`config.mk`:
```
export PLATFORM = sky130hd
export DESIGN_NAME = sliding_window_arq_sender_flat
export DESIGN_NICKNAME = d
export VERILOG_FILES = /design/src/rtl/swarq_pkg.sv /design/src/rtl/swarq_if.sv /design/src/rtl/sliding_window_arq_sender.sv /design/src/rtl/swarq_wait_fifo.sv /design/src/flat_wrapper.sv
export SDC_FILE = /design/constraint.sdc
export NUM_CORES = 1
export LEC_CHECK = 0
export ABC_CLOCK_PERIOD_IN_PS = 15030
export BUFFER_PORTS_ARGS = -buffer_cell sky130_fd_sc_hd__buf_2
export CORE_MARGIN = 4
export CORE_UTILIZATION = 35
export DETAILED_ROUTE_END_ITERATION = 6
export MAX_ROUTING_LAYER = met4
export PLACE_DENSITY = 0.54
export SYNTH_ARGS = -nofsm -noshare
export SYNTH_HDL_FRONTEND = slang
export SYNTH_SLANG_ARGS = --single-unit
```
`constraint.sdc`:
```
create_clock -name i_clk -period 15.03 [get_ports i_clk]
set_input_delay 0.7515 -clock i_clk [delete_from_list [all_inputs] [get_ports i_clk]]
set_output_delay 0.7515 -clock i_clk [all_outputs]
set_load 0.02 [all_outputs]
```
`src/rtl/swarq_pkg.sv`:
```
// swarq_pkg: sizes, codes, types and index helpers for the sliding-window arq sender
// no dependencies; imported by the interfaces, the wait fifo and the top level
package swarq_pkg;

    // sizing
    localparam int WINDOW_SLOTS = 4;
    localparam int WAIT_DEPTH   = 16;

    localparam int SLOT_W  = (WINDOW_SLOTS > 1) ? $clog2(WINDOW_SLOTS) : 1;
    localparam int CNT_W   = $clog2(WINDOW_SLOTS + 1);
    localparam int SUM_W   = CNT_W + 1;
    localparam int WAIT_AW = $clog2(WAIT_DEPTH);
    localparam int WAIT_CW = $clog2(WAIT_DEPTH + 1);

    // field widths
    localparam int MODE_W  = 2;
    localparam int SEQ_W   = 32;
    localparam int REF_W   = 16;
    localparam int LEN_W   = 12;
    localparam int EV_W    = 2;
    localparam int LIM_W   = 3;
    localparam int LIMC_W  = (CNT_W > LIM_W) ? CNT_W : LIM_W;

    localparam logic [LIM_W-1:0] LIMIT_RESET = LIM_W'(4);

    // input modes
    localparam logic [MODE_W-1:0] MODE_SEND    = 2'd0;
    localparam logic [MODE_W-1:0] MODE_ACK     = 2'd1;
    localparam logic [MODE_W-1:0] MODE_NAK     = 2'd2;
    localparam logic [MODE_W-1:0] MODE_TIMEOUT = 2'd3;

    // result events
    localparam logic [EV_W-1:0] EV_TX   = 2'd0;
    localparam logic [EV_W-1:0] EV_RETX = 2'd1;
    localparam logic [EV_W-1:0] EV_DROP = 2'd2;

    typedef struct packed {
        logic [SEQ_W-1:0] seq;
        logic [REF_W-1:0] fref;
        logic [LEN_W-1:0] flen;
    } t_wait_entry;

    typedef struct packed {
        logic push;
        logic pop;
    } t_wait_ctl;

    // slot index base + off, modulo the window size (off never exceeds the size)
    function automatic logic [SLOT_W-1:0] idx_add(logic [SLOT_W-1:0] base,
                                                   logic [CNT_W-1:0] off);
        logic [SUM_W-1:0] sum;
        sum = SUM_W'(base) + SUM_W'(off);
        if (sum >= SUM_W'(WINDOW_SLOTS)) begin
            sum = sum - SUM_W'(WINDOW_SLOTS);
        end
        return SLOT_W'(sum);
    endfunction

    // window limit clamped to 1..WINDOW_SLOTS
    function automatic logic [CNT_W-1:0] eff_limit(logic [LIM_W-1:0] lim);
        logic [LIMC_W-1:0] l;
        l = LIMC_W'(lim);
        if (l == '0) begin
            l = LIMC_W'(1);
        end
        if (l > LIMC_W'(WINDOW_SLOTS)) begin
            l = LIMC_W'(WINDOW_SLOTS);
        end
        return CNT_W'(l);
    endfunction

endpackage

```
`src/rtl/swarq_if.sv`:
```
// swarq channel interfaces: input word, result word and window-limit write channel
// depends on swarq_pkg for field widths
interface swarq_in_if;
    import swarq_pkg::*;
    logic              valid;
    logic              ready;
    logic [MODE_W-1:0] mode;
    logic [SEQ_W-1:0]  seq_number;
    logic [REF_W-1:0]  frame_ref;
    logic [LEN_W-1:0]  frame_len;
    modport source (output valid, mode, seq_number, frame_ref, frame_len, input ready);
    modport sink   (input valid, mode, seq_number, frame_ref, frame_len, output ready);
endinterface

interface swarq_out_if;
    import swarq_pkg::*;
    logic             valid;
    logic             ready;
    logic [EV_W-1:0]  event_res;
    logic [REF_W-1:0] out_ref;
    logic [LEN_W-1:0] out_len;
    logic             last;
    modport source (output valid, event_res, out_ref, out_len, last, input ready);
    modport sink   (input valid, event_res, out_ref, out_len, last, output ready);
endinterface

interface swarq_cfg_if;
    import swarq_pkg::*;
    logic             valid;
    logic             ready;
    logic [LIM_W-1:0] window_limit;
    modport source (output valid, window_limit, input ready);
    modport sink   (input valid, window_limit, output ready);
endinterface

```
`src/rtl/sliding_window_arq_sender.sv`:
```
// sliding_window_arq_sender: sender side of a sliding-window arq on frame descriptors
// depends on swarq_pkg, the swarq interfaces and swarq_wait_fifo
//
// One input word at a time is taken while the sequencer is idle. A word carries a mode:
// send places the frame in the window (after any waiting frames move in first), queues
// it in the wait fifo, or drops it with a drop result when the fifo is full; ack
// releases the matching frame and every older one and refills the window from the
// fifo; nak resends the matching frame; timeout resends every outstanding frame,
// oldest first. An ack, nak or timeout that matches no outstanding frame gives no
// result. Matching runs over the window one slot per cycle through a single 32-bit
// comparator, oldest first, so the oldest duplicate wins. Each result word comes from the
// same sequencer, and last marks the final result of the input word. When a send's
// moves of waiting frames fill the window, the new frame is queued in the cycle of the
// last move. A stalled result register holds the sequencer.
// The window-limit channel is always ready; the limit is clamped to 1..WINDOW_SLOTS
// and may only change while no input word is in progress.
module sliding_window_arq_sender (
    input  logic        i_clk,
    input  logic        i_rst_n,
    swarq_in_if.sink    i_in,
    swarq_cfg_if.sink   i_cfg,
    swarq_out_if.source o_out
);
    import swarq_pkg::*;

    localparam logic [1:0] S_IDLE   = 2'd0;
    localparam logic [1:0] S_SEARCH = 2'd1;
    localparam logic [1:0] S_REFILL = 2'd2;
    localparam logic [1:0] S_RETX   = 2'd3;

    // sequencer and latched input word
    logic [1:0]        r_state, n_state;
    logic [MODE_W-1:0] r_mode;
    logic [SEQ_W-1:0]  r_seq;
    logic [REF_W-1:0]  r_ref;
    logic [LEN_W-1:0]  r_len;
    logic [CNT_W-1:0]  r_i, n_i;

    // window
    logic [SLOT_W-1:0] r_head, n_head;
    logic [CNT_W-1:0]  r_count, n_count;
    logic [SEQ_W-1:0]  r_slot_seq [WINDOW_SLOTS];
    logic [REF_W-1:0]  r_slot_ref [WINDOW_SLOTS];
    logic [LEN_W-1:0]  r_slot_len [WINDOW_SLOTS];
    logic [LIM_W-1:0]  r_window_limit;

    // result register
    logic             r_out_valid;
    logic [EV_W-1:0]  r_out_event;
    logic [REF_W-1:0] r_out_ref;
    logic [LEN_W-1:0] r_out_len;
    logic             r_out_last;

    logic             w_in_acc;
    logic             w_out_free;
    logic [CNT_W-1:0] w_eff;
    logic [SLOT_W-1:0] w_idx;
    logic             w_hit;
    logic             w_room;
    logic             w_room_next;
    logic             w_last_pos;

    logic             w_load;
    logic [EV_W-1:0]  w_ld_event;
    logic [REF_W-1:0] w_ld_ref;
    logic [LEN_W-1:0] w_ld_len;
    logic             w_ld_last;

    logic             w_slot_we;
    t_wait_entry      w_slot_data;

    t_wait_ctl          w_wctl;
    t_wait_entry        w_push_data;
    t_wait_entry        w_wait_head;
    logic [WAIT_CW-1:0] w_wait_count;

    swarq_wait_fifo u_wait (
        .i_clk       (i_clk),
        .i_rst_n     (i_rst_n),
        .i_ctl       (w_wctl),
        .i_push_data (w_push_data),
        .o_head_data (w_wait_head),
        .o_count     (w_wait_count)
    );

    assign i_in.ready  = (r_state == S_IDLE);
    assign i_cfg.ready = 1'b1;
    assign w_in_acc    = i_in.valid && i_in.ready;
    assign w_out_free  = !r_out_valid || o_out.ready;
    assign w_eff       = eff_limit(r_window_limit);

    // shared slot index: tail slot while refilling, scan position otherwise
    assign w_idx       = idx_add(r_head, (r_state == S_REFILL) ? r_count : r_i);
    // shared comparator for the window scan
    assign w_hit       = (r_slot_seq[w_idx] == r_seq);
    assign w_room      = (r_count < w_eff);
    assign w_room_next = (CNT_W'(r_count + CNT_W'(1)) < w_eff);
    assign w_last_pos  = (r_i == CNT_W'(r_count - CNT_W'(1)));

    assign w_push_data.seq  = r_seq;
    assign w_push_data.fref = r_ref;
    assign w_push_data.flen = r_len;

    always_comb begin
        n_state     = r_state;
        n_i         = r_i;
        n_head      = r_head;
        n_count     = r_count;
        w_load      = 1'b0;
        w_ld_event  = EV_TX;
        w_ld_ref    = r_slot_ref[w_idx];
        w_ld_len    = r_slot_len[w_idx];
        w_ld_last   = 1'b0;
        w_slot_we   = 1'b0;
        w_slot_data = w_wait_head;
        w_wctl      = '0;

        unique case (r_state)
            S_IDLE: begin
                n_i = '0;
                if (w_in_acc) begin
                    if (i_in.mode == MODE_SEND) begin
                        n_state = S_REFILL;
                    end else if (r_count != '0) begin
                        n_state = S_SEARCH;
                    end
                end
            end
            S_SEARCH: begin
                if (w_hit) begin
                    if (r_mode == MODE_ACK) begin
                        // release matched frame and all older ones
                        n_head  = idx_add(r_head, CNT_W'(r_i + CNT_W'(1)));
                        n_count = CNT_W'(r_count - r_i - CNT_W'(1));
                        n_state = S_REFILL;
                    end else if (r_mode == MODE_NAK) begin
                        if (w_out_free) begin
                            w_load     = 1'b1;
                            w_ld_event = EV_RETX;
                            w_ld_last  = 1'b1;
                            n_state    = S_IDLE;
                        end
                    end else begin
                        n_i     = '0;
                        n_state = S_RETX;
                    end
                end else if (w_last_pos) begin
                    n_state = S_IDLE;
                end else begin
                    n_i = CNT_W'(r_i + CNT_W'(1));
                end
            end
            S_REFILL: begin
                if (w_room && (w_wait_count != '0)) begin
                    // move one waiting frame into the window
                    if (w_out_free) begin
                        w_wctl.pop = 1'b1;
                        w_slot_we  = 1'b1;
                        n_count    = CNT_W'(r_count + CNT_W'(1));
                        w_load     = 1'b1;
                        w_ld_event = EV_TX;
                        w_ld_ref   = w_wait_head.fref;
                        w_ld_len   = w_wait_head.flen;
                        if (r_mode == MODE_SEND) begin
                            // the new frame follows only if a slot is still free
                            w_ld_last = !w_room_next;
                        end else begin
                            w_ld_last = !(w_room_next && (w_wait_count != WAIT_CW'(1)));
                        end
                        if (w_ld_last) begin
                            if (r_mode == MODE_SEND) begin
                                // window now full: the new frame joins the queue
                                w_wctl.push = 1'b1;
                            end
                            n_state = S_IDLE;
                        end
                    end
                end else if (r_mode != MODE_SEND) begin
                    n_state = S_IDLE;
                end else if (w_room) begin
                    // fifo empty and a slot free: transmit the new frame
                    if (w_out_free) begin
                        w_slot_we   = 1'b1;
                        w_slot_data = w_push_data;
                        n_count     = CNT_W'(r_count + CNT_W'(1));
                        w_load      = 1'b1;
                        w_ld_event  = EV_TX;
                        w_ld_ref    = r_ref;
                        w_ld_len    = r_len;
                        w_ld_last   = 1'b1;
                        n_state     = S_IDLE;
                    end
                end else if (w_wait_count < WAIT_CW'(WAIT_DEPTH)) begin
                    w_wctl.push = 1'b1;
                    n_state     = S_IDLE;
                end else if (w_out_free) begin
                    w_load     = 1'b1;
                    w_ld_event = EV_DROP;
                    w_ld_ref   = r_ref;
                    w_ld_len   = r_len;
                    w_ld_last  = 1'b1;
                    n_state    = S_IDLE;
                end
            end
            S_RETX: begin
                // resend every outstanding frame, oldest first
                if (w_out_free) begin
                    w_load     = 1'b1;
                    w_ld_event = EV_RETX;
                    w_ld_last  = w_last_pos;
                    n_i        = CNT_W'(r_i + CNT_W'(1));
                    if (w_last_pos) begin
                        n_state = S_IDLE;
                    end
                end
            end
            default: begin
                n_state = S_IDLE;
            end
        endcase
    end

    // control state
    always_ff @(posedge i_clk) begin
        if (!i_rst_n) begin
            r_state        <= S_IDLE;
            r_i            <= '0;
            r_head         <= '0;
            r_count        <= '0;
            r_window_limit <= LIMIT_RESET;
            r_out_valid    <= 1'b0;
        end else begin
            r_state <= n_state;
            r_i     <= n_i;
            r_head  <= n_head;
            r_count <= n_count;
            if (i_cfg.valid && i_cfg.ready) begin
                r_window_limit <= i_cfg.window_limit;
            end
            if (w_load) begin
                r_out_valid <= 1'b1;
            end else if (o_out.ready) begin
                r_out_valid <= 1'b0;
            end
        end
    end

    // payload: latched word, window slots, result word
    always_ff @(posedge i_clk) begin
        if (w_in_acc) begin
            r_mode <= i_in.mode;
            r_seq  <= i_in.seq_number;
            r_ref  <= i_in.frame_ref;
            r_len  <= i_in.frame_len;
        end
        if (w_slot_we) begin
            r_slot_seq[w_idx] <= w_slot_data.seq;
            r_slot_ref[w_idx] <= w_slot_data.fref;
            r_slot_len[w_idx] <= w_slot_data.flen;
        end
        if (w_load) begin
            r_out_event <= w_ld_event;
            r_out_ref   <= w_ld_ref;
            r_out_len   <= w_ld_len;
            r_out_last  <= w_ld_last;
        end
    end

    assign o_out.valid     = r_out_valid;
    assign o_out.event_res = r_out_event;
    assign o_out.out_ref   = r_out_ref;
    assign o_out.out_len   = r_out_len;
    assign o_out.last      = r_out_last;

    // window never holds more frames than it has slots
    a_count_bound: assert property (@(posedge i_clk) disable iff (!i_rst_n)
        r_count <= CNT_W'(WINDOW_SLOTS))
        else $error("window count above slot count");

    // a frame is only taken from the wait fifo when one is there
    a_pop_nonempty: assert property (@(posedge i_clk) disable iff (!i_rst_n)
        w_wctl.pop |-> (w_wait_count != '0))
        else $error("pop from empty wait fifo");

    // the result marked last ends the word's processing
    a_last_idle: assert property (@(posedge i_clk) disable iff (!i_rst_n)
        (w_load && w_ld_last) |=> (r_state == S_IDLE))
        else $error("sequencer busy after last result");

endmodule

```
`src/rtl/swarq_wait_fifo.sv`:
```
// swarq_wait_fifo: bounded fifo of frame descriptors waiting for a window slot
// depends on swarq_pkg (entry type, control struct, depth)
module swarq_wait_fifo (
    input  logic                   i_clk,
    input  logic                   i_rst_n,
    input  swarq_pkg::t_wait_ctl   i_ctl,
    input  swarq_pkg::t_wait_entry i_push_data,
    output swarq_pkg::t_wait_entry o_head_data,
    output logic [swarq_pkg::WAIT_CW-1:0] o_count
);
    import swarq_pkg::*;

    t_wait_entry        r_mem [WAIT_DEPTH];
    t_wait_entry        r_head_data;
    logic [WAIT_AW-1:0] r_head;
    logic [WAIT_AW-1:0] r_tail;
    logic [WAIT_CW-1:0] r_count;
    logic [WAIT_AW-1:0] w_head_n;

    function automatic logic [WAIT_AW-1:0] ptr_next(logic [WAIT_AW-1:0] p);
        return (p == WAIT_AW'(WAIT_DEPTH - 1)) ? '0 : WAIT_AW'(p + WAIT_AW'(1));
    endfunction

    assign w_head_n = i_ctl.pop ? ptr_next(r_head) : r_head;

    // head word is read into a register, taken straight from the push when
    // the pushed word becomes the new head
    always_ff @(posedge i_clk) begin
        if (i_ctl.push) begin
            r_mem[r_tail] <= i_push_data;
        end
        if (i_ctl.push && (r_tail == w_head_n)) begin
            r_head_data <= i_push_data;
        end else begin
            r_head_data <= r_mem[w_head_n];
        end
    end

    always_ff @(posedge i_clk) begin
        if (!i_rst_n) begin
            r_head  <= '0;
            r_tail  <= '0;
            r_count <= '0;
        end else begin
            if (i_ctl.push) begin
                r_tail <= ptr_next(r_tail);
            end
            if (i_ctl.pop) begin
                r_head <= w_head_n;
            end
            if (i_ctl.push && !i_ctl.pop) begin
                r_count <= WAIT_CW'(r_count + WAIT_CW'(1));
            end else if (i_ctl.pop && !i_ctl.push) begin
                r_count <= WAIT_CW'(r_count - WAIT_CW'(1));
            end
        end
    end

    assign o_head_data = r_head_data;
    assign o_count     = r_count;

endmodule
```
`src/flat_wrapper.sv`:
```
// flat-port wrapper written by rule: the top's interface ports become plain ports
module sliding_window_arq_sender_flat import swarq_pkg::*;
  (i_clk, i_rst_n, i_in_valid, i_in_mode, i_in_seq_number, i_in_frame_ref, i_in_frame_len, i_in_ready, i_cfg_valid, i_cfg_window_limit, i_cfg_ready, o_out_valid, o_out_event_res, o_out_out_ref, o_out_out_len, o_out_last, o_out_ready);
  swarq_in_if i_in_i ();
  swarq_cfg_if i_cfg_i ();
  swarq_out_if o_out_i ();
  input  logic i_clk;
  input  logic i_rst_n;
  input wire logic [$bits(i_in_i.valid)-1:0] i_in_valid;
  input wire logic [$bits(i_in_i.mode)-1:0] i_in_mode;
  input wire logic [$bits(i_in_i.seq_number)-1:0] i_in_seq_number;
  input wire logic [$bits(i_in_i.frame_ref)-1:0] i_in_frame_ref;
  input wire logic [$bits(i_in_i.frame_len)-1:0] i_in_frame_len;
  output wire logic [$bits(i_in_i.ready)-1:0] i_in_ready;
  input wire logic [$bits(i_cfg_i.valid)-1:0] i_cfg_valid;
  input wire logic [$bits(i_cfg_i.window_limit)-1:0] i_cfg_window_limit;
  output wire logic [$bits(i_cfg_i.ready)-1:0] i_cfg_ready;
  output wire logic [$bits(o_out_i.valid)-1:0] o_out_valid;
  output wire logic [$bits(o_out_i.event_res)-1:0] o_out_event_res;
  output wire logic [$bits(o_out_i.out_ref)-1:0] o_out_out_ref;
  output wire logic [$bits(o_out_i.out_len)-1:0] o_out_out_len;
  output wire logic [$bits(o_out_i.last)-1:0] o_out_last;
  input wire logic [$bits(o_out_i.ready)-1:0] o_out_ready;
  assign i_in_i.valid = i_in_valid;
  assign i_in_i.mode = i_in_mode;
  assign i_in_i.seq_number = i_in_seq_number;
  assign i_in_i.frame_ref = i_in_frame_ref;
  assign i_in_i.frame_len = i_in_frame_len;
  assign i_in_ready = i_in_i.ready;
  assign i_cfg_i.valid = i_cfg_valid;
  assign i_cfg_i.window_limit = i_cfg_window_limit;
  assign i_cfg_ready = i_cfg_i.ready;
  assign o_out_valid = o_out_i.valid;
  assign o_out_event_res = o_out_i.event_res;
  assign o_out_out_ref = o_out_i.out_ref;
  assign o_out_out_len = o_out_i.out_len;
  assign o_out_last = o_out_i.last;
  assign o_out_i.ready = o_out_ready;
  sliding_window_arq_sender u_core (.i_clk(i_clk), .i_rst_n(i_rst_n), .i_in(i_in_i), .i_cfg(i_cfg_i), .o_out(o_out_i));
endmodule
```
=== Word level (Yosys, flattened, before mapping) ===
Memory sizes are Yosys's and may differ from the RTL's. A register that Yosys moved wholly into a read port is not among the register bits.
Index checks and enable logic that the tools add are counted.

* Bits in registers: 120
* Memory bits (writable): 1200
* Input bits: 70
* Output and inout bits: 34
* Word-level logic and storage cells: 192
* Memories kept: 4

{| class="wikitable"
|+ Memories
! name !! words !! width !! read ports !! clocked after Yosys merged registers in !! wr ports !! RTL line !! source
|-
| u_core.u_wait.r_mem || 16 || 60 || 1 || 1 || 1 || swarq_wait_fifo.sv:13 || <nowiki>t_wait_entry r_mem [WAIT_DEPTH];</nowiki>
|-
| u_core.r_slot_seq || 4 || 32 || 1 || 0 || 1 || sliding_window_arq_sender.sv:42 || <nowiki>logic [SEQ_W-1:0] r_slot_seq [WINDOW_SLOTS];</nowiki>
|-
| u_core.r_slot_ref || 4 || 16 || 1 || 0 || 1 || sliding_window_arq_sender.sv:43 || <nowiki>logic [REF_W-1:0] r_slot_ref [WINDOW_SLOTS];</nowiki>
|-
| u_core.r_slot_len || 4 || 12 || 1 || 0 || 1 || sliding_window_arq_sender.sv:44 || <nowiki>logic [LEN_W-1:0] r_slot_len [WINDOW_SLOTS];</nowiki>
|}

* Add/sub/neg operators: 13
* Magnitude comparators: 6
* Equality and inequality tests: 22
* Mux-type cells: 104
* Reduce and logical (&&, ||, !) cells: 26

{| class="wikitable"
|+ Operator list
! cell !! number
|-
| 60-bit two-way mux || 5
|-
| 16-bit two-way mux || 7
|-
| 12-bit two-way mux || 7
|-
| 2-bit two-way mux || 27
|-
| 3-bit two-way mux || 14
|-
| 1-bit two-way mux || 33
|-
| 32-bit equality test || 1
|-
| 3-bit != test (second input constant) || 5
|-
| 5-bit AND reduction || 3
|-
| 4-bit two-way mux || 3
|-
| 5-bit two-way mux || 2
|-
| 3-bit by 2-bit != test with 1-bit output (second input constant) || 3
|-
| 3-bit one-hot mux with 3 select lines || 1
|-
| 2-bit by 3-bit adder with 4-bit output || 2
|-
| 4-bit by 1-bit adder with 4-bit output (second input constant) || 2
|-
| 4-bit equality test (second input constant) || 2
|-
| 4-bit by 3-bit greater-or-equal comparator with 1-bit output (second input constant) || 2
|-
| 2-bit one-hot mux with 4 select lines || 1
|-
| 2-bit nonzero test || 4
|-
| 3-bit by 1-bit adder with 3-bit output (second input constant) || 2
|-
| 2-bit equality test (second input constant) || 3
|-
| 2-bit logical NOT || 3
|-
| 3-bit less-than comparator || 2
|-
| 2-bit by 1-bit != test with 1-bit output (second input constant) || 3
|-
| 21 further kinds || 34
|}

=== Longest topological paths before layout ===
Gate-level depths: netlist of run 1.

* Depth after elaboration: 19
* Depth in mapped cells: 19
* Depth with buffers taken out: 14

=== Hierarchy ===
From an unflattened synthesis of run 1, not the netlist that was laid out.

* Cells, all modules: 2370
* Area total of the unflattened synthesis: 51416.8 sq um

{| class="wikitable"
|+ By module, submodules not included
! module !! times used !! cells an instance !! area an instance (sq um) !! sequential area each (sq um)
|-
| swarq_wait_fifo || 1 || 1570 || 36727.7 || 29168.0
|-
| sliding_window_arq_sender || 1 || 800 || 14689.1 || 10279.9
|}

=== Least setup slack after synthesis of run 1 ===
Ideal clock, no wire load.

* Kind: register to register
* From: register u_core.r_state[0]
* To: memory u_core.r_slot_len[0][0], enable pin
* Library setup time: 0.552 ns
* Data arrival time: 6.548 ns
* Data required time: 14.478 ns
* Path slack: 7.930 ns
* Stages on the path, launching flop included: 12
* Buffers on the path: 5
* Clock period less this slack: 7.100 ns
* Cell sequence: dfxtp_1 nor2b_1 buf_6 clkbuf_1 o21ai_0 ha_1 xnor2_1 clkbuf_1 clkbuf_1 xnor2_1 clkbuf_1 nor3_1

* Longest elaborated chain between the ends: 5
* Elaborated cells between the ends (all ways): 9
* Classes of those cells: add/sub: 2; order compare: 1; eq/ne: 1; mux: 5

{| class="wikitable"
|+ RTL lines
! item !! RTL line !! source
|-
| start: declaration || sliding_window_arq_sender.sv:32 || <nowiki>logic [1:0] r_state, n_state;</nowiki>
|-
| start signal: assignment || sliding_window_arq_sender.sv:233 || <nowiki>r_state <= n_state;</nowiki>
|-
| 2-bit equality test (*) || sliding_window_arq_sender.sv:93, sliding_window_arq_sender.sv:118 ||
|-
| 3-bit two-way mux || sliding_window_arq_sender.sv:93 || <nowiki>assign w_idx = idx_add(r_head, (r_state == S_REFILL) ? r_count : r_i);</nowiki>
|-
| 2-bit by 3-bit adder with 4-bit output || swarq_pkg.sv:52 || <nowiki>sum = SUM_W'(base) + SUM_W'(off);</nowiki>
|-
| 4-bit by 3-bit greater-or-equal comparator with 1-bit output / 2-bit by 1-bit subtractor with 2-bit output (equally long branches) || swarq_pkg.sv:53, swarq_pkg.sv:54 ||
|-
| 2-bit two-way mux || swarq_pkg.sv:53 || <nowiki>if (sum >= SUM_W'(WINDOW_SLOTS)) begin</nowiki>
|-
| end: declaration || sliding_window_arq_sender.sv:44 ||
|}

Every way passes the cells marked *; elsewhere a longest branch is shown, timed or not.

=== Worst setup path after layout of run 1 ===
* From: register u_core.r_state[1]
* To: register u_core.r_out_len[3], in the netlist u_core.o_out.out_len[3], enable pin

* Longest elaborated chain between the ends: 9
* Elaborated cells between the ends (all ways): 12
* Classes of those cells: add/sub: 2; order compare: 1; eq/ne: 4; mux: 4; memory: 1

{| class="wikitable"
|+ RTL lines
! item !! RTL line !! source
|-
| 2-bit equality test || sliding_window_arq_sender.sv:93, sliding_window_arq_sender.sv:118 ||
|-
| 3-bit two-way mux || sliding_window_arq_sender.sv:93 ||
|-
| 2-bit by 3-bit adder with 4-bit output || swarq_pkg.sv:52 ||
|-
| 4-bit by 3-bit greater-or-equal comparator with 1-bit output / 2-bit by 1-bit subtractor with 2-bit output (equally long branches) || swarq_pkg.sv:53, swarq_pkg.sv:54 ||
|-
| 2-bit two-way mux || swarq_pkg.sv:53 ||
|-
| memory read 4 x 32 bit || -- ||
|-
| 32-bit equality test || sliding_window_arq_sender.sv:95 || <nowiki>assign w_hit = (r_slot_seq[w_idx] == r_seq);</nowiki>
|-
| 1-bit two-way mux || sliding_window_arq_sender.sv:130 || <nowiki>if (w_hit) begin</nowiki>
|-
| 1-bit one-hot mux with 3 select lines (*) || sliding_window_arq_sender.sv:118 || <nowiki>unique case (r_state)</nowiki>
|-
| named net u_core.w_load || sliding_window_arq_sender.sv:63 || <nowiki>logic w_load;</nowiki>
|-
| end signal: assignment || sliding_window_arq_sender.sv:264 || <nowiki>r_out_len <= w_ld_len;</nowiki>
|-
| end: declaration || sliding_window_arq_sender.sv:51 || <nowiki>logic [LEN_W-1:0] r_out_len;</nowiki>
|}

The timed path passes the listed nets; every way through them passes the cells marked *.
A chain may end at the register's enable or synchronous reset.

==> impl_metrics.tcl, run 1 <==
set metrics [dict create \
    drt_wl_total_mm 130 \
    power.switching_uw 1850 \
    wire_per_inst_um 27.0 \
    timing.final.crit_share 0.481 \
    worst-path-buf-inv 2 \
    async_flop_share 0 \
    hold_depth 1 \
    fmax_mhz 138 \
    max-slew-margin-rel 0.188 \
    status "complete, no violations" \
    grt_usage 0.169 \
    start_kind "register" \
    cts_tree "done" \
    tightest_slew_ns 1.22 \
    yosys_warnings 0 \
    p_comb_frac 0.060 \
    p_clk_frac 0.406 \
    synthSimpleGateAreaFrac 0.0315 \
    cts_hold_buf 0 \
    synth_top_area_share 0.740 \
    p_sw_frac 0.226 \
    io_pins 104 \
    cts-root-buf "clkbuf_16" \
    netlist_top_cells_area "edfxtp_1 (74%), mux4_2 (14%), mux2i_1 (1.9%), mux2_2 (1.8%), dfxtp_1 (1.2%)" \
    clockBufferDepth 3 \
    cellPowerDensity_mw_per_mm2 136 \
    ant_nets 0 \
    critPathTopFamily "simple AND/OR/NAND/NOR gates" \
    cap_violations 0 \
    synthCells 2516 \
    ys_top_cells_by_count "edfxtp_1 (1293), mux4_2 (328), nor2_1 (107)" \
    synth_top_family_by_area "multiplexers" \
    syn_nets 2607 \
    row_count 141 \
    port_buffers 102 \
    pwr-share-seq 0.535 \
    worstSkewPairLatency_ns 0.76 \
    start_util 0.354 \
    first_pass_iters 7 \
    internal_power_uw 6350 \
    synth.avg_cell_area_um2 20.9 \
    worstPathCellList "nor2b_2 > o21ai_0 > ha_4 > buf_4 > mux2_2 > nor2_1 > mux2i_1 > nand3_1 > nand4b_1 > nor4_1 > nand4_2 > nor2_1 > a21boi_0 > o21ai_4 > buf_4" \
    vdd_drop_max_v 0.000118 \
    core-area_mm2 0.148 \
    nets 2783 \
    critPathRequiredTime_ns 15.43 \
    synth_compound_area_frac 0.0184 \
    p_leak_uw 0.0186 \
    crit_type "register to register" \
    netlist_area_mm2 0.0525 \
    critical_path_cell_count 15 \
    vias 25600 \
    synth-seq-area-share 0.751 \
    die_h_um 395 \
    synth_edf_count 1293 \
    synth_ff_type "edfxtp_1" \
    cts_resized 0 \
    antenna_found_initial 11 \
    drive_gt1_frac 0.290 \
    worstPathArrival_ns 7.63 \
    postCtsSetupBuffers 0 \
    hold_path.class "input port to register" \
    fin_ws_ns 7.80 \
    numCtsBuffers 139 \
    synth-xor-area-share 0.00300 \
    place_hpwl_mm 72.3 \
    dieArea_mm2 0.156 \
    clock_sinks 1324 \
    finalHoldViolCount 0 \
    final_util 0.405 \
    gp_congestion 0.835 \
    tns_ns 0 \
    drtIter0Drc 2732 \
    grt_pass1_vias 26900 \
    grt.overflow.total 0 \
    yosys.cell_types.count 56 \
    yosys.area_share.adder 0.00515 \
    ys_seq_elements 1324 \
    path_clk_slew_ns 0.06 \
    synthMostInstantiatedCell "edfxtp_1" \
    htreeDepth 4 \
    path_max_fanout 64 \
    end_kind "register" \
    crit_slowest_cell "nor2b_2" \
    slew_viol_final 0 \
    rsz0062_at_grt "no" \
    reg2reg_depth 15 \
    min_period_ns 7.23 \
    drc_errors 0 \
    die_w_um 395 \
    grt_pass1_wl_mm 188 \
    dp_slack_ns 7.75 \
    cpPeakStageDelay_ns 0.94 \
    yosys.area.top_type "edfxtp_1" \
    finClkSkew_ns 0.0321 \
    via_per_inst 5.32 \
    synthMuxAreaShare 0.178 \
    setup_viol 0 \
    syn2layout_area_growth_pct 14.5 \
    grt_max_degree 134 \
]
## power by group through the flow
stage / clock (uW) / combinational (uW) / sequential, uW
finish: 3330 / 489 / 4380
global route: 3570 / 531 / 4400
CTS: 3420 / 496 / 4380
detailed placement: 0 / 494 / 4460
global placement: 0 / 482 / 4440
floorplan: 0 / 329 / 4400
## metrics by stage
step                area [um2]  cells  total power [uW]  hold WS [ns]
detailed placement       55700   4553              4960         0.484
global route             60100   4808              8500         0.126
global placement         55700   4553              4930         0.481
CTS                      60100   4804              8300         0.101
floorplan                52500   2516              4730         0.458
finish                   60100   4808              8200         0.169
## area by class of cell
cell class,instances,area [um2]
fillers,13000,88300
flip-flops and latches,1324,39500
multi-input cells,1035,12600
clock buffers,171,3700
well taps,2002,2500
repair buffers,166,1000
clock inverters,80,686
inverters,26,97.6
diodes,4,10.0
## worst paths after layout
| check | startpoint | to | slack, ns |
|---|---|---|---|
| hold / removal | i_in_frame_len[1] | u_core.r_len[1] | 0.17 |
| hold reg to reg | u_core.u_wait.r_head[1] | register | 0.49 |
| setup reg to reg | u_core.r_state[1] | u_core.o_out.out_len[3] | 7.80 |
| setup / recovery | u_core.r_state[1] | u_core.o_out.out_len[3] | 7.80 |
## cell usage in the layout (no fill, tap or decap), drive strengths merged, types with 20 or more instances in the layout
| master | instances |
|---|---|
| clkbuf | 171 |
| nand2 | 92 |
| a21oi | 35 |
| mux2i | 101 |
| clkinv | 56 |
| ha | 20 |
| mux4 | 328 |
| buf | 166 |
| nor4 | 20 |
| nor2 | 107 |
| inv | 35 |
| dfxtp | 31 |
| edfxtp | 1293 |
| mux2 | 83 |
| and3 | 35 |
## layer usage
| metal | part of all wire | up-vias | global-route usage | routed length (um) |
|---|---|---|---|---|
| met3 | 0.065 | 190 | 0.0356 | 8470 |
| met1 | 0.43 | 13700 | 0.227 | 55800 |
| li1 | - | 10800 | - | - |
| met2 | 0.48 | 849 | 0.262 | 62300 |
| met4 | 0.023 | 0 | 0.0501 | 2990 |
| met5 | 0 | - | - | 0 |
## flip-flops by register name, indices dropped and copies added, names as in the netlist, 3 cells and up, named ones only
register / flops
u_core.o_out.out_len: 12
u_core.o_out.out_ref: 16
u_core.r_count: 3
u_core.r_i: 3
u_core.r_len: 12
u_core.r_ref: 16
u_core.r_seq: 32
u_core.r_slot_len: 48
u_core.r_slot_ref: 64
u_core.r_slot_seq: 128
u_core.r_window_limit: 3
u_core.u_wait.o_count: 5
u_core.u_wait.r_head: 4
u_core.u_wait.r_mem: 960
u_core.u_wait.r_tail: 4
## cell families after synthesis
| group | count (synthesis) |
|---|---|
| muxes | 512 |
| and+or+nand+nor | 339 |
| AOI/OAI and AO/OA | 144 |
| other | 1 |
| xor gates and xnor gates | 18 |
| adders and majority gates | 21 |
| buffers and inverters | 157 |
| DFF | 1324 |
Note: power is estimated with default switching activity, not from simulation.
==> run 2, diff against run 1 <==
--- a/config.mk
+++ b/config.mk
@@ -5,7 +5,8 @@
 export SDC_FILE = /design/constraint.sdc
 export NUM_CORES = 1
 export LEC_CHECK = 0
-export ABC_CLOCK_PERIOD_IN_PS = 15030
+export ABC_AREA = 1
+export ABC_CLOCK_PERIOD_IN_PS = 7500
 export BUFFER_PORTS_ARGS = -buffer_cell sky130_fd_sc_hd__buf_2
 export CORE_MARGIN = 4
 export CORE_UTILIZATION = 35
==> constraint.sdc (replaced) <==
create_clock -name i_clk -period 7.5 [get_ports i_clk]
set_input_delay 0.375 -clock i_clk [delete_from_list [all_inputs] [get_ports i_clk]]
set_output_delay 0.375 -clock i_clk [all_outputs]
set_load 0.02 [all_outputs]
==> impl_metrics.tcl, run 2 <==
set metrics [dict create \
    max-slew-margin-rel 0.202 \
    critPathRequiredTime_ns 8.14 \
    end_kind "register" \
    row_count 142 \
    tns_ns 0 \
    clockBufferDepth 3 \
    start_kind "register" \
    grt.overflow.total 0 \
    finalHoldViolCount 0 \
    syn2layout_area_growth_pct 14.6 \
    rsz0062_at_grt "no" \
    synthSimpleGateAreaFrac 0.105 \
    synth.avg_cell_area_um2 12.9 \
    clock_sinks 1324 \
    synth_top_area_share 0.732 \
    vias 34100 \
    cp_common_cell "nand2_1" \
    crit_slowest_cell "clkinv_2" \
    numCtsBuffers 135 \
    yosys_warnings 0 \
    instances_no_fill 6313 \
    wl_met3_mm 8.34 \
    crit_type "register to register" \
    drtIter0Drc 3409 \
    ys_top_cells_by_count "edfxtp_1 (1293), nor2_1 (588), o21ai_0 (538)" \
    cap_violations 0 \
    worstSkewPairLatency_ns 0.76 \
    port_buffers 102 \
    synthMuxAreaShare 0 \
    critPathTopFamily "simple AND/OR/NAND/NOR gates" \
    slew_viol_final 0 \
    netlist_top_cells_area "edfxtp_1 (73%), o21ai_0 (5.1%), nor2_1 (4.2%), nand2_1 (3.4%), o221ai_1 (2.8%)" \
    path_clk_slew_ns 0.06 \
    vdd_drop_max_v 0.000190 \
    netlist_area_mm2 0.0531 \
    p_comb_frac 0.092 \
    status "complete, no violations" \
    yosys.area.top_type "edfxtp_1" \
    start_util 0.353 \
    final_util 0.404 \
    p_sw_frac 0.243 \
    yosys.area_share.adder 0.00509 \
    postCtsSetupBuffers 0 \
    drt_wl_total_mm 149 \
    place_hpwl_mm 77.6 \
    setup_viol 0 \
    antenna_found_initial 1 \
    min_period_ns 5.56 \
    cellPowerDensity_mw_per_mm2 276 \
    wire_per_inst_um 23.6 \
    final_area_mm2 0.0608 \
    grt_pass1_wl_mm 219 \
    synth_compound_area_frac 0.116 \
    p_leak_uw 0.0202 \
    grt_usage 0.191 \
    pwr-share-seq 0.515 \
    cts-root-buf "clkbuf_16" \
    core-area_mm2 0.150 \
    grt_pass1_vias 32700 \
    cts_hold_buf 70 \
    dp_cells 6018 \
    tightest_slew_ns 1.19 \
    power.switching_uw 4080 \
    drive_gt1_frac 0.0910 \
    synth_top_family_by_area "compound AO/OA/AOI/OAI gates" \
    layout_commonest_cell "edfxtp_1" \
    timing.final.crit_share 0.741 \
    p_clk_frac 0.393 \
    nets 4300 \
    die_h_um 397 \
    internal_power_uw 12700 \
    htreeDepth 4 \
    synth-seq-area-share 0.743 \
    path_max_fanout 67 \
    async_flop_share 0 \
    syn_nets 4195 \
    worstPathCellList "inv_2 > nand2_4 > clkinv_1 > o21ai_0 > inv_1 > ha_4 > clkinv_2 > nand2_1 > nand2_1 > nand3_1 > nand2_1 > nand2_1 > nand2_1 > nand3_1 > nor2_1 > nand2_1 > nor2_4 > nand4_1 > nand3_2 > o21ai_0 > inv_1" \
    cts_tree "done" \
    cpPeakStageDelay_ns 0.99 \
    met2_length_mm 72.1 \
    synthMostInstantiatedCell "edfxtp_1" \
    synth-xor-area-share 0.00165 \
    max_flop_register "u_core.u_wait.r_mem" \
    worst-path-buf-inv 5 \
    gp_congestion 0.831 \
    dieArea_mm2 0.158 \
    via_per_inst 5.40 \
    first_pass_iters 6 \
    synth_ff_type "edfxtp_1" \
    drc_errors 0 \
    fmax_mhz 180 \
    yosys.cell_types.count 46 \
    worstPathArrival_ns 6.20 \
    io_pins 104 \
    wl_met1_mm 64.7 \
    top_layer_used "met4" \
    grt_max_degree 229 \
    ant_nets 0 \
    die_w_um 397 \
    finClkSkew_ns 0.0234 \
    largest_register_ff_count 960 \
    ys_seq_elements 1324 \
    most-common-layout-cells "edfxtp_1 (1293), nor2_1 (567), o21ai_0 (538), nand2_1 (478), nand3_1 (245)" \
    synth_edf_count 1293 \
    reg_top3 "u_core.u_wait.r_mem: 960 flops, u_core.r_slot_seq: 128 flops, u_core.r_slot_ref: 64 flops" \
    hold_path.class "input port to register" \
    synthCells 4104 \
    placed_cell_area_mm2 0.0559 \
    cts_resized 0 \
]
[run 2: worst min-delay path, cell delays in order]
cell	delay, ns
buf_2	0.23
nand2_1	0.12
nor2_1	0.03
[run 2: layer usage]
layer / up-vias / GRT usage
met5: - / -
li1: 15500 / -
met2: 1140 / 0.307
met3: 221 / 0.0246
met1: 17200 / 0.255
met4: 0 / 0.0592
[run 2: final timing paths]
check	start	end	slack, ns	depth (start not counted)
setup / recovery	u_core.r_state[0]	u_core.o_out.valid	1.94	21
hold / removal	i_rst_n	u_core.r_head[1]	0.06	3
setup reg to reg	u_core.r_state[0]	u_core.o_out.valid	1.94	21
hold reg to reg	u_core.u_wait.o_count[0]	u_core.u_wait.o_count[0]	0.50	2
[run 2: area by class of cell]
| class | instances | area [um2] |
|---|---|---|
| Antenna cell | 2 | 5.00 |
| Clock inverter | 62 | 643 |
| Clock buffer | 161 | 3560 |
| Fill cell | 14100 | 89500 |
| Timing Repair Buffer | 240 | 1860 |
| Tap cell | 2016 | 2520 |
| Sequential cell | 1324 | 39500 |
| Multi-Input combinational cell | 2387 | 12300 |
| Inverter | 121 | 474 |
[run 2: through the flow]
step	total power (uW)	hold slack, ns	setup slack [ns]
after floorplan	9700	0.434	0.362
after detailed placement	10300	0.490	1.86
after CTS	16900	0.0155	1.83
after global placement	10300	0.494	2.03
final	16800	0.0615	1.94
after global routing	17400	0.0594	1.29
[run 2: cells by family after synthesis]
kind of cell,after synthesis
xor gates and xnor gates,10
other,1
adders and majority gates,21
AOI/OAI and AO/OA,995
buffers and inverters,393
and+or+nand+nor,1360
DFF,1324
[run 2: power groups by stage]
stage | combinational, uW | sequential, uW | clock [uW]
2_1_floorplan | 987 | 8710 | 0
3_3_place_gp | 1500 | 8790 | 0
3_5_place_dp | 1520 | 8790 | 0
4_1_cts | 1560 | 8630 | 6720
5_1_grt | 1730 | 8660 | 7060
6_report | 1540 | 8630 | 6590
